## src/design/xsrfb_pkg.sv

```systemverilog
// Package for the XOR sprite-row framebuffer: action codes, default geometry,
// controller command struct and the visible-pixel mask function.
// No dependencies.
`default_nettype none

package xsrfb_pkg;

  localparam int unsigned DEF_WIDTH  = 64;
  localparam int unsigned DEF_HEIGHT = 32;

  typedef enum logic [1:0] {
    ACT_DRAW  = 2'd0,
    ACT_CLEAR = 2'd1,
    ACT_READ  = 2'd2,
    ACT_NONE  = 2'd3
  } action_t;

  // Commands from the controller to the datapath.
  typedef struct packed {
    logic load;    // take the input item and read its row
    logic commit;  // write back the row and load the result register
  } dp_cmd_t;

  // Mask of the on-screen pixels within byte column col of a row.
  function automatic logic [7:0] vis_mask(input int unsigned col, input int unsigned width);
    int unsigned first;
    int unsigned rem;
    logic [7:0]  m;
    first = col * 8;
    m     = 8'h00;
    if (first < width) begin
      rem = width - first;
      if (rem >= 8) begin
        m = 8'hFF;
      end else begin
        m = 8'(8'hFF << (8 - rem));
      end
    end
    return m;
  endfunction

endpackage

`default_nettype wire

```

## src/design/xsrfb_in_if.sv

```systemverilog
// Input channel of the framebuffer: valid/ready handshake and one command item.
// Depends on nothing.
`default_nettype none

interface xsrfb_in_if;
  logic       valid;
  logic       ready;
  logic [1:0] action;
  logic [7:0] pixel_x;
  logic [7:0] pixel_y;
  logic [7:0] sprite_bits;

  modport source (output valid, output action, output pixel_x, output pixel_y,
                  output sprite_bits, input ready);
  modport sink   (input valid, input action, input pixel_x, input pixel_y,
                  input sprite_bits, output ready);
endinterface

`default_nettype wire

```

## src/design/xsrfb_out_if.sv

```systemverilog
// Result channel of the framebuffer: valid/ready handshake and one result item.
// Depends on nothing.
`default_nettype none

interface xsrfb_out_if;
  logic       valid;
  logic       ready;
  logic       collision;
  logic [7:0] read_byte;

  modport source (output valid, output collision, output read_byte, input ready);
  modport sink   (input valid, input collision, input read_byte, output ready);
endinterface

`default_nettype wire

```

## src/design/xsrfb_ctrl.sv

```systemverilog
// Controller of the framebuffer: sequences accept, row read and write-back,
// and owns the result valid flag. Depends on xsrfb_pkg.
`default_nettype none

module xsrfb_ctrl (
  input  wire logic              clk,
  input  wire logic              rst_n,
  input  wire logic              in_valid,
  output logic                   in_ready,
  output logic                   out_valid,
  input  wire logic              out_ready,
  output xsrfb_pkg::dp_cmd_t     cmd
);
  import xsrfb_pkg::*;

  typedef enum logic [1:0] {
    ST_IDLE = 2'b01,
    ST_WB   = 2'b10
  } state_t;

  state_t state_r, state_nxt;
  logic   out_valid_r, out_valid_nxt;
  logic   out_free;

  assign in_ready   = (state_r == ST_IDLE);
  assign out_free   = !out_valid_r || out_ready;
  assign cmd.load   = in_valid && in_ready;
  assign cmd.commit = (state_r == ST_WB) && out_free;
  assign out_valid  = out_valid_r;

  always_comb begin
    state_nxt = state_r;
    unique case (state_r)
      ST_IDLE: if (cmd.load) state_nxt = ST_WB;
      ST_WB:   if (cmd.commit) state_nxt = ST_IDLE;
      default: state_nxt = ST_IDLE;
    endcase
  end

  always_comb begin
    if (cmd.commit) begin
      out_valid_nxt = 1'b1;
    end else if (out_ready) begin
      out_valid_nxt = 1'b0;
    end else begin
      out_valid_nxt = out_valid_r;
    end
  end

  always_ff @(posedge clk) begin
    if (!rst_n) begin
      state_r     <= ST_IDLE;
      out_valid_r <= 1'b0;
    end else begin
      state_r     <= state_nxt;
      out_valid_r <= out_valid_nxt;
    end
  end

endmodule

`default_nettype wire

```

## src/design/xsrfb_dp.sv

```systemverilog
// Datapath of the framebuffer: row-wide pixel memory, per-row blank flags,
// sprite XOR and collision logic, result register. Depends on xsrfb_pkg.
`default_nettype none

module xsrfb_dp #(
  parameter int unsigned WIDTH  = xsrfb_pkg::DEF_WIDTH,
  parameter int unsigned HEIGHT = xsrfb_pkg::DEF_HEIGHT
) (
  input  wire logic              clk,
  input  wire logic              rst_n,
  input  wire xsrfb_pkg::dp_cmd_t cmd,
  input  wire logic [1:0]        in_action,
  input  wire logic [7:0]        in_pixel_x,
  input  wire logic [7:0]        in_pixel_y,
  input  wire logic [7:0]        in_sprite_bits,
  output logic                   out_collision,
  output logic [7:0]             out_read_byte
);
  import xsrfb_pkg::*;

  localparam int unsigned RowBytes = (WIDTH + 7) / 8;
  localparam int unsigned YAw      = (HEIGHT > 1) ? $clog2(HEIGHT) : 1;
  localparam logic [8:0]  WidthW   = 9'(WIDTH);
  localparam logic [8:0]  HeightW  = 9'(HEIGHT);

  typedef logic [RowBytes-1:0][7:0] row_t;

  row_t             mem [HEIGHT];
  logic [HEIGHT-1:0] row_vld_r;

  logic [1:0]   act_r;
  logic [7:0]   x_r, y_r, bits_r;
  row_t         rd_row_r;
  logic         rd_vld_r;
  logic         coll_r;
  logic [7:0]   rdb_r;

  logic [YAw-1:0] rd_addr, wr_addr;
  logic           in_y_on, on_scr;
  row_t           seen_row, new_row;
  logic [15:0]    win;
  logic           coll;
  logic [7:0]     rb;
  logic [5:0]     b_hi, b_lo;
  logic           do_draw, do_clear, do_read;

  assign in_y_on = {1'b0, in_pixel_y} < HeightW;
  assign rd_addr = in_y_on ? in_pixel_y[YAw-1:0] : '0;
  assign wr_addr = y_r[YAw-1:0];
  assign on_scr  = ({1'b0, x_r} < WidthW) && ({1'b0, y_r} < HeightW);

  assign do_draw  = cmd.commit && (act_r == ACT_DRAW) && on_scr;
  assign do_clear = cmd.commit && (act_r == ACT_CLEAR);
  assign do_read  = (act_r == ACT_READ) && on_scr;

  // Rows never written since the last clear read as blank.
  assign seen_row = rd_vld_r ? rd_row_r : '0;
  assign win      = {bits_r, 8'h00} >> x_r[2:0];
  assign b_hi     = {1'b0, x_r[7:3]};
  assign b_lo     = b_hi + 6'd1;

  always_comb begin
    logic [7:0] pat;
    coll    = 1'b0;
    rb      = 8'h00;
    new_row = seen_row;
    for (int j = 0; j < int'(RowBytes); j++) begin
      pat = 8'h00;
      if (b_hi == 6'(j)) pat = pat | win[15:8];
      if (b_lo == 6'(j)) pat = pat | win[7:0];
      pat        = pat & vis_mask(j, WIDTH);
      new_row[j] = seen_row[j] ^ pat;
      coll       = coll | (|(seen_row[j] & pat));
      if (b_hi == 6'(j)) rb = seen_row[j];
    end
  end

  always_ff @(posedge clk) begin
    if (cmd.load) begin
      act_r    <= in_action;
      x_r      <= in_pixel_x;
      y_r      <= in_pixel_y;
      bits_r   <= in_sprite_bits;
      rd_row_r <= mem[rd_addr];
      rd_vld_r <= row_vld_r[rd_addr];
    end
    if (do_draw) begin
      mem[wr_addr] <= new_row;
    end
    if (cmd.commit) begin
      coll_r <= (act_r == ACT_DRAW) && on_scr && coll;
      rdb_r  <= do_read ? rb : 8'h00;
    end
  end

  always_ff @(posedge clk) begin
    if (!rst_n) begin
      row_vld_r <= '0;
    end else if (do_clear) begin
      row_vld_r <= '0;
    end else if (do_draw) begin
      row_vld_r[wr_addr] <= 1'b1;
    end
  end

  assign out_collision = coll_r;
  assign out_read_byte = rdb_r;

endmodule

`default_nettype wire

```

## src/design/xor_sprite_row_framebuffer.sv

```systemverilog
// Monochrome XOR sprite-row framebuffer, top level.
// A result is offered once its item, read with its row, has been written back.
// A new item is taken only after the last is written back; the single row memory
// is read on the transfer and written back once the result register is free.
// Reset: synchronous, active low; every row is marked blank at once, with no sweep.
`default_nettype none

module xor_sprite_row_framebuffer #(
  parameter int unsigned WIDTH  = xsrfb_pkg::DEF_WIDTH,
  parameter int unsigned HEIGHT = xsrfb_pkg::DEF_HEIGHT
) (
  input  wire logic  clk,
  input  wire logic  rst_n,
  xsrfb_in_if.sink   in_ch,
  xsrfb_out_if.source out_ch
);
  import xsrfb_pkg::*;

  dp_cmd_t cmd;

  // The controller accepts an item only when idle. The item's row is read from
  // the memory on the transfer edge; in the write-back state, once the result
  // register is free, the datapath XORs the sprite into the row, writes it back and
  // loads the result register, which sits between the two sides, so a new item may
  // be transferred in while an earlier result still waits; only the write-back
  // stalls on a full result register.
  xsrfb_ctrl u_ctrl (
    .clk       (clk),
    .rst_n     (rst_n),
    .in_valid  (in_ch.valid),
    .in_ready  (in_ch.ready),
    .out_valid (out_ch.valid),
    .out_ready (out_ch.ready),
    .cmd       (cmd)
  );

  // The memory holds one whole row per word, so a sprite row that spans two bytes
  // is a single read-modify-write. A clear drops every row's valid flag at once;
  // a row without its flag reads as blank.
  xsrfb_dp #(
    .WIDTH  (WIDTH),
    .HEIGHT (HEIGHT)
  ) u_dp (
    .clk            (clk),
    .rst_n          (rst_n),
    .cmd            (cmd),
    .in_action      (in_ch.action),
    .in_pixel_x     (in_ch.pixel_x),
    .in_pixel_y     (in_ch.pixel_y),
    .in_sprite_bits (in_ch.sprite_bits),
    .out_collision  (out_ch.collision),
    .out_read_byte  (out_ch.read_byte)
  );

  // The block is busy in the cycle after a transfer in.
  a_busy_after_load: assert property (@(posedge clk) disable iff (!rst_n)
    cmd.load |=> !in_ch.ready) else $error("input accepted during write-back");

  // A write-back always leaves a result on offer.
  a_commit_offers: assert property (@(posedge clk) disable iff (!rst_n)
    cmd.commit |=> out_ch.valid) else $error("result lost after write-back");

  // Write-back happens only while the input side is closed.
  a_commit_busy: assert property (@(posedge clk) disable iff (!rst_n)
    cmd.commit |-> !in_ch.ready) else $error("write-back while idle");

  // A result carries a collision or a read byte, never both.
  a_one_kind: assert property (@(posedge clk) disable iff (!rst_n)
    out_ch.valid |-> !(out_ch.collision && (out_ch.read_byte != 8'h00)))
    else $error("collision and read byte both set");

endmodule

`default_nettype wire
```

## src/flat_wrapper.sv

```systemverilog
// flat-port wrapper written by rule: the top's interface ports become plain ports
module xor_sprite_row_framebuffer_flat import xsrfb_pkg::*;
#(
  parameter int unsigned WIDTH  = xsrfb_pkg::DEF_WIDTH,
  parameter int unsigned HEIGHT = xsrfb_pkg::DEF_HEIGHT
)
  (clk, rst_n, in_ch_valid, in_ch_action, in_ch_pixel_x, in_ch_pixel_y, in_ch_sprite_bits, in_ch_ready, out_ch_valid, out_ch_collision, out_ch_read_byte, out_ch_ready);
  xsrfb_in_if in_ch_i ();
  xsrfb_out_if out_ch_i ();
  input  wire logic clk;
  input  wire logic rst_n;
  input wire logic [$bits(in_ch_i.valid)-1:0] in_ch_valid;
  input wire logic [$bits(in_ch_i.action)-1:0] in_ch_action;
  input wire logic [$bits(in_ch_i.pixel_x)-1:0] in_ch_pixel_x;
  input wire logic [$bits(in_ch_i.pixel_y)-1:0] in_ch_pixel_y;
  input wire logic [$bits(in_ch_i.sprite_bits)-1:0] in_ch_sprite_bits;
  output wire logic [$bits(in_ch_i.ready)-1:0] in_ch_ready;
  output wire logic [$bits(out_ch_i.valid)-1:0] out_ch_valid;
  output wire logic [$bits(out_ch_i.collision)-1:0] out_ch_collision;
  output wire logic [$bits(out_ch_i.read_byte)-1:0] out_ch_read_byte;
  input wire logic [$bits(out_ch_i.ready)-1:0] out_ch_ready;
  assign in_ch_i.valid = in_ch_valid;
  assign in_ch_i.action = in_ch_action;
  assign in_ch_i.pixel_x = in_ch_pixel_x;
  assign in_ch_i.pixel_y = in_ch_pixel_y;
  assign in_ch_i.sprite_bits = in_ch_sprite_bits;
  assign in_ch_ready = in_ch_i.ready;
  assign out_ch_valid = out_ch_i.valid;
  assign out_ch_collision = out_ch_i.collision;
  assign out_ch_read_byte = out_ch_i.read_byte;
  assign out_ch_i.ready = out_ch_ready;
  xor_sprite_row_framebuffer #(.WIDTH(WIDTH), .HEIGHT(HEIGHT)) u_core (.clk(clk), .rst_n(rst_n), .in_ch(in_ch_i), .out_ch(out_ch_i));
endmodule
```

## config.mk

```make
export PLATFORM = sky130hd
export DESIGN_NAME = xor_sprite_row_framebuffer_flat
export DESIGN_NICKNAME = d
export VERILOG_FILES = /design/src/design/xsrfb_pkg.sv /design/src/design/xsrfb_in_if.sv /design/src/design/xsrfb_out_if.sv /design/src/design/xsrfb_ctrl.sv /design/src/design/xsrfb_dp.sv /design/src/design/xor_sprite_row_framebuffer.sv /design/src/flat_wrapper.sv
export SDC_FILE = /design/constraint.sdc
export NUM_CORES = 2
export LEC_CHECK = 0
export BUFFER_PORTS_ARGS = -buffer_cell sky130_fd_sc_hd__buf_4
export CORE_UTILIZATION = 60
export CTS_CLUSTER_DIAMETER = 200
export CTS_CLUSTER_SIZE = 12
export DETAILED_ROUTE_END_ITERATION = 16
export PLACE_DENSITY = 0.77
export SYNTH_ARGS = -nofsm -noshare
export SYNTH_HDL_FRONTEND = slang
export SYNTH_SLANG_ARGS = --single-unit
```

## constraint.sdc

```tcl
create_clock -name clk -period 10.7 [get_ports clk]
set_clock_uncertainty 0.05 [all_clocks]
set_input_delay 1.07 -clock clk [delete_from_list [all_inputs] [get_ports clk]]
set_output_delay 1.07 -clock clk [all_outputs]
set_load 0.01 [all_outputs]
```

## Word level (Yosys, flattened, before mapping)

Memories as Yosys holds them, arrays and structs flattened. A register that Yosys moved wholly into a read port is not among the register bits.
Index checks and enable logic that the tools add are counted.

- Register bits after elaboration: 71
- RAM bits: 2,048
- Bits of input ports: 30
- Logic and storage cells: 135
- Memories: 1

Memory list:

| name | depth | width | rd ports | clocked after memory_dff | write ports | RTL line | RTL |
|---|---|---|---|---|---|---|---|
| u_core.u_dp.mem | 32 | 64 | 1 | 1 | 1 | xsrfb_dp.sv:28 | `row_t mem [HEIGHT];` |

- Add/subtract/negate cells: 1
- Order comparisons: 6
- Equal/unequal tests: 20
- Shift operators: 1
- Mux-type cells: 37
- Bitwise operators: 33
- Reductions and logical operators: 26

Operators with widths:

| operator | number |
|---|---|
| $mux 8 | 24 |
| $and 8x8->8 | 8 |
| $mux 64 | 1 |
| $or 8x8->8 | 8 |
| $reduce_or 8->1 | 8 |
| $xor 8x8->8 | 8 |
| $or 32x32->32 | 1 |
| $eq 6x3->1 const B | 4 |
| $eq 5x3->1 const B | 4 |
| $lt 8x6->1 const B | 2 |
| $shr 16x3->16 | 1 |
| $eq 6x2->1 const B | 2 |
| $logic_not 6->1 | 2 |
| $lt 5x6->1 const B | 2 |
| $eq 5x2->1 const B | 2 |
| $logic_and 1x1->1 | 10 |
| $lt 8x7->1 const B | 1 |
| $or 1x1->1 | 7 |
| $add 5x1->6 const B | 1 |
| $eq 6x1->1 const B | 1 |
| $mux 1 | 6 |
| $bmux 1 s5 | 1 |
| $demux 1 s5 | 1 |
| $eq 5x1->1 const B | 1 |
| other kinds (15) | 18 |

## Logic depth before layout (Yosys ltp)

- Word-level depth: 14
- Gate-level depth with buffers: 11

## Modules after synthesis

A second synthesis with hierarchy kept.

- Cell total of the unflattened synthesis: 5,581
- Area total of the unflattened synthesis: 86,414.1 um^2

By module, submodules not included:

| module | instances | cells an instance | area an instance (um^2) | seq. area each (um^2) |
|---|---|---|---|---|
| xsrfb_dp | 1 | 5,568 | 86,280.2 | 65,142.5 |
| xsrfb_ctrl | 1 | 13 | 133.9 | 60.1 |

## Worst setup path before layout

No wires, ideal clock.

- Path type: input -> register
- Start point: in out_ch_ready
- End point: mem u_core.u_dp.mem[24][0] (netlist name), enable pin
- Data arrival time: 4.622 ns
- Slack: 5.540 ns
- Stages on the path: 5
- Path through: nor2b_1 nor3_1 nor3b_1 nand3_1 nor2_1

- Cells in the longest elaborated chain, start to end: 6

RTL lines:

| what | RTL line | RTL |
|---|---|---|
| start: declaration | flat_wrapper.sv:21 | `input wire logic [$bits(out_ch_i.ready)-1:0] out_ch_ready;` |
| $logic_or 1x1->1 | xsrfb_ctrl.sv:26 | `assign out_free = !out_valid_r \|\| out_ready;` |
| $logic_and 1x1->1 | xsrfb_ctrl.sv:28 | `assign cmd.commit = (state_r == ST_WB) && out_free;` |
| $logic_and 1x1->1 (2 in series) | xsrfb_dp.sv:52 | `assign do_draw = cmd.commit && (act_r == ACT_DRAW) && on_scr;` |
| $mux 1 | xsrfb_dp.sv:87 | `if (do_draw) begin` |
| $mux 1 (implied by the code) | xsrfb_dp.sv:88 | `mem[wr_addr] <= new_row;` |
| end: declaration | xsrfb_dp.sv:28 |  |

Every way passes these cells.

## Final worst setup path

- Start point: reg u_core.u_dp.act_r[1]
- End point: mem u_core.u_dp.mem[2][54] (netlist name), enable pin

- Cells in the longest elaborated chain, start to end: 5

RTL lines:

| what | RTL line | RTL |
|---|---|---|
| start: declaration | xsrfb_dp.sv:31 | `logic [1:0] act_r;` |
| start signal: assignment | xsrfb_dp.sv:80 | `act_r <= in_action;` |
| $logic_not 2->1 | xsrfb_dp.sv:52 |  |
| $logic_and 1x1->1 (2 in series) | xsrfb_dp.sv:52 |  |
| $mux 1 | xsrfb_dp.sv:87 |  |
| $mux 1 (implied by the code) | xsrfb_dp.sv:88 |  |

Every way passes these cells.

==> metrics <==
power per standard cell area=177 nW/um2; vias post-DR=52600; total instance count after detailed placement=between 6000 and 7000; Total Neg Setup Slack=0 ns; cell row count=~140; instance count of the mapped netlist=5254; placed cell area=89100 um2; global-route usage over all layers=0.347; DRC violation total after the first TritonRoute iteration=9032; CTS root buffer=clkbuf_16; Post-CTS Repair Setup Buffers=0; core area=143000 um2; clock slew at reported path FFs=0.06 ns; final estimated routing congestion in global placement=0.997; Total Wirelength=255 mm; kind of critical path=flip-flop to flip-flop; post-layout min period=4.83 ns; ANT nets after route=0; count of yosys warnings during synthesis=0; chip height=roughly 380 um; first-pass GRT wire length=359 mm; Synth async-reset ratio=0; post-synthesis register bit count=2183; number of clock sinks=2183; number of hold violations in the final report=0; max-slew violations=0; FILL cells=roughly 9300; final critical-path share of the clock period=0.451; TritonCTS clock tree=yes; PortBufs=40; net count reported at finish=5353; post-cts hold buffer count=0; startpoint types=flip-flop; leftover overflow at the end of global routing=0; clock latency on the worst-skew pair=0.89 ns; fraction of final layout cells sized beyond drive strength 1=0.123; outcome=complete, no violations; library cells used by synthesis=67; largest net degree at the start of global routing=between 100 and 150; critical path peak fanout=50; sequential share of the synthesized area=0.752; data arrival at the endpoint of the critical path=between 5 and 6 ns; highest clock rate=0.207 GHz; slew at the pin closest to its max-slew limit=1.34 ns; max-slew headroom at the worst pin=0.0832; total iterations of the first detailed-routing run=7; Syn Nets=5348; critical path data required time=11.12 ns; Residual DRC=0; Die ar.=146000 um2; effective utilization at floorplan=0.605; Post-synth EDFFs=2148; count of placed standard cells in the final layout, fillers left out=7213; initial antenna violation count=4; max-cap viol count=0; synthesis-to-layout area growth=9.03%; pre-CTS setup slack=5.37 ns; post-route worst setup slack=5.87 ns; Critical Path Sink Type=flip-flop; num ports=41; # H-tree levels=4; Post-Layout Inst Area=approximately 95000 um2; wire length per cell=35.4 um; number of gates resized after CTS=0; Die Wd=~380 um; peak supply drop=0.146 mV; setup violation total in the final timing report=0; number of CTS-inserted buffers=199; via count of the first global-routing pass=50900; average size of a mapped cell=approximately 17 um2; Post-Synthesis Cell Area=86800 um2; largest buffer count on any clock path=3; most used flip-flop cell after synthesis=edfxtp_1; post-DP HPWL=134 mm; path class of the lowest-slack min-delay path=primary input to flip-flop; Avg Vias per Cell=7.29; setup repair after global routing missed its margin=no; leakage component of the power=~30 nW
## where the power goes
group | internal (mW) | switching, mW | leakage (nW) | total (mW)
clock | 3.39 | 3.01 | 2.65 | 6.40
combinational | 0.204 | 0.586 | 7.53 | 0.789
sequential | 9.50 | 0.0416 | 19.9 | 9.54
## worst max-delay path, cell delays in order, from the launching register on
cell and delay [ns]:
edfxtp_1 0.62, nor3_1 0.94, nor3b_1 0.52, nand2_1 0.39
nor2_4 0.73, buf_4 1.03
## routing by layer
layer	global-route usage	vias to the layer above	part of all wire
li1	-	20900	-
met1	0.476	26500	0.35
met2	0.526	4423	0.45
met3	0.0974	778	0.15
met4	0.146	4	0.047
met5	0	-	0.00011
## Yosys cell counts (all sizes together) (3+ instances only)
cell type / n / area share
a2111oi: 10 / 0.0010
a211oi: 93 / 0.0080
a21oi: 157 / 0.0091
a221o: 9 / 0.0010
a221oi: 3 / 0.00030
a222oi: 8 / 0.00092
a22oi: 42 / 0.0036
a311oi: 18 / 0.0018
a31oi: 96 / 0.0069
a32o: 4 / 0.00046
a32oi: 11 / 0.0011
and2: 76 / 0.0055
and3: 14 / 0.0010
buf: 171 / 0.011
clkbuf: 191 / 0.0083
dfxtp: 35 / 0.0081
edfxtp: 2148 / 0.74
ha: 64 / 0.0092
inv: 28 / 0.0012
mux2: 87 / 0.011
mux2i: 328 / 0.038
mux4: 109 / 0.028
nand2: 318 / 0.014
nand2b: 19 / 0.0014
nand3: 61 / 0.0035
nand3b: 13 / 0.0011
nand4: 8 / 0.00058
nor2: 222 / 0.0096
nor2b: 62 / 0.0045
nor3: 98 / 0.0058
nor3b: 21 / 0.0018
nor4: 18 / 0.0013
nor4b: 4 / 0.00048
o2111ai: 4 / 0.00040
o211ai: 67 / 0.0058
o21a: 42 / 0.0036
o21ai: 190 / 0.011
o221ai: 97 / 0.010
o22a: 27 / 0.0027
o22ai: 179 / 0.013
o311ai: 40 / 0.0040
o31ai: 26 / 0.0022
o32a: 4 / 0.00046
o32ai: 12 / 0.0012
or2: 11 / 0.00079
## kinds of logic after synthesis
kind of cell | after synthesis | share of synthesized area
flops | 2183 | 0.752
buf+inv | 390 | 0.0208
compound gates | 1141 | 0.0891
fa+ha+maj | 64 | 0.00923
mux | 524 | 0.0774
simple gates | 952 | 0.0518
## stage by stage
step	hold WS [ns]	power, mW	util
2_1_floorplan	0.382	10.2	-
3_3_place_gp	0.389	10.4	0.621
3_5_place_dp	0.396	10.5	0.621
4_1_cts	0.281	16.7	0.659
5_1_grt	0.292	17.1	0.659
6_report	0.308	16.7	0.659
## area by class of cell
type	count	area (um2)	area share
Sequential cell	2183	65200	0.689
Multi-Input combinational cell	2681	20100	0.213
Clock buffer	239	5190	0.0549
Tap cell	1903	2380	0.0252
Timing Repair Buffer	166	1310	0.0139
Clock inverter	12	289	0.00306
Inverter	28	105	0.00111
Antenna cell	1	2.50	0.0000265
## path summary, 6_finish.rpt
check,start,end,slack [ns],depth (start not counted)
setup / recovery,u_core.u_dp.act_r[1]$_DFFE_PP_,u_core.u_dp.mem[2][54]$_DFFE_PP_,5.87,5
hold reg to reg,u_core.u_dp.row_vld_r[17]$_SDFFE_PP0P_,u_core.u_dp.row_vld_r[17]$_SDFFE_PP0P_,0.41,1
setup reg to reg,u_core.u_dp.act_r[1]$_DFFE_PP_,u_core.u_dp.mem[2][54]$_DFFE_PP_,5.87,5
hold / removal,in_ch_action[0],u_core.u_dp.act_r[0]$_DFFE_PP_,0.31,1
## sequential cells by signal, summed over array words and instances, names as in the netlist, 2 cells and up
register and flops:
u_core.u_ctrl.state_r 2, u_core.u_dp.act_r 2, u_core.u_dp.bits_r 8, u_core.u_dp.mem 2048, u_core.u_dp.out_read_byte 8, u_core.u_dp.rd_row_r 64, u_core.u_dp.row_vld_r 32, u_core.u_dp.x_r 8
u_core.u_dp.y_r 8
## cells in the final DEF, fill, tap and decap left out, drive strengths merged, types with 9 or more instances in the layout
cell	Yosys	layout
edfxtp	2148	2148
mux2i	328	328
nand2	318	318
clkbuf	191	239
nor2	222	222
o21ai	190	190
o22ai	179	179
buf	171	166
a21oi	157	157
mux4	109	109
nor3	98	98
o221ai	97	97
a31oi	96	96
a211oi	93	93
mux2	87	87
and2	76	76
o211ai	67	67
ha	64	64
nor2b	62	62
nand3	61	61
a22oi	42	42
o21a	42	42
o311ai	40	40
dfxtp	35	35
inv	28	31
o22a	27	27
o31ai	26	26
nor3b	21	21
nand2b	19	19
a311oi	18	18
nor4	18	18
and3	14	14
nand3b	13	13
o32ai	12	12
a32oi	11	11
or2	11	11
a2111oi	10	10
a221o	9	9
clkinv	0	9
(Power assumes the default switching activity.)
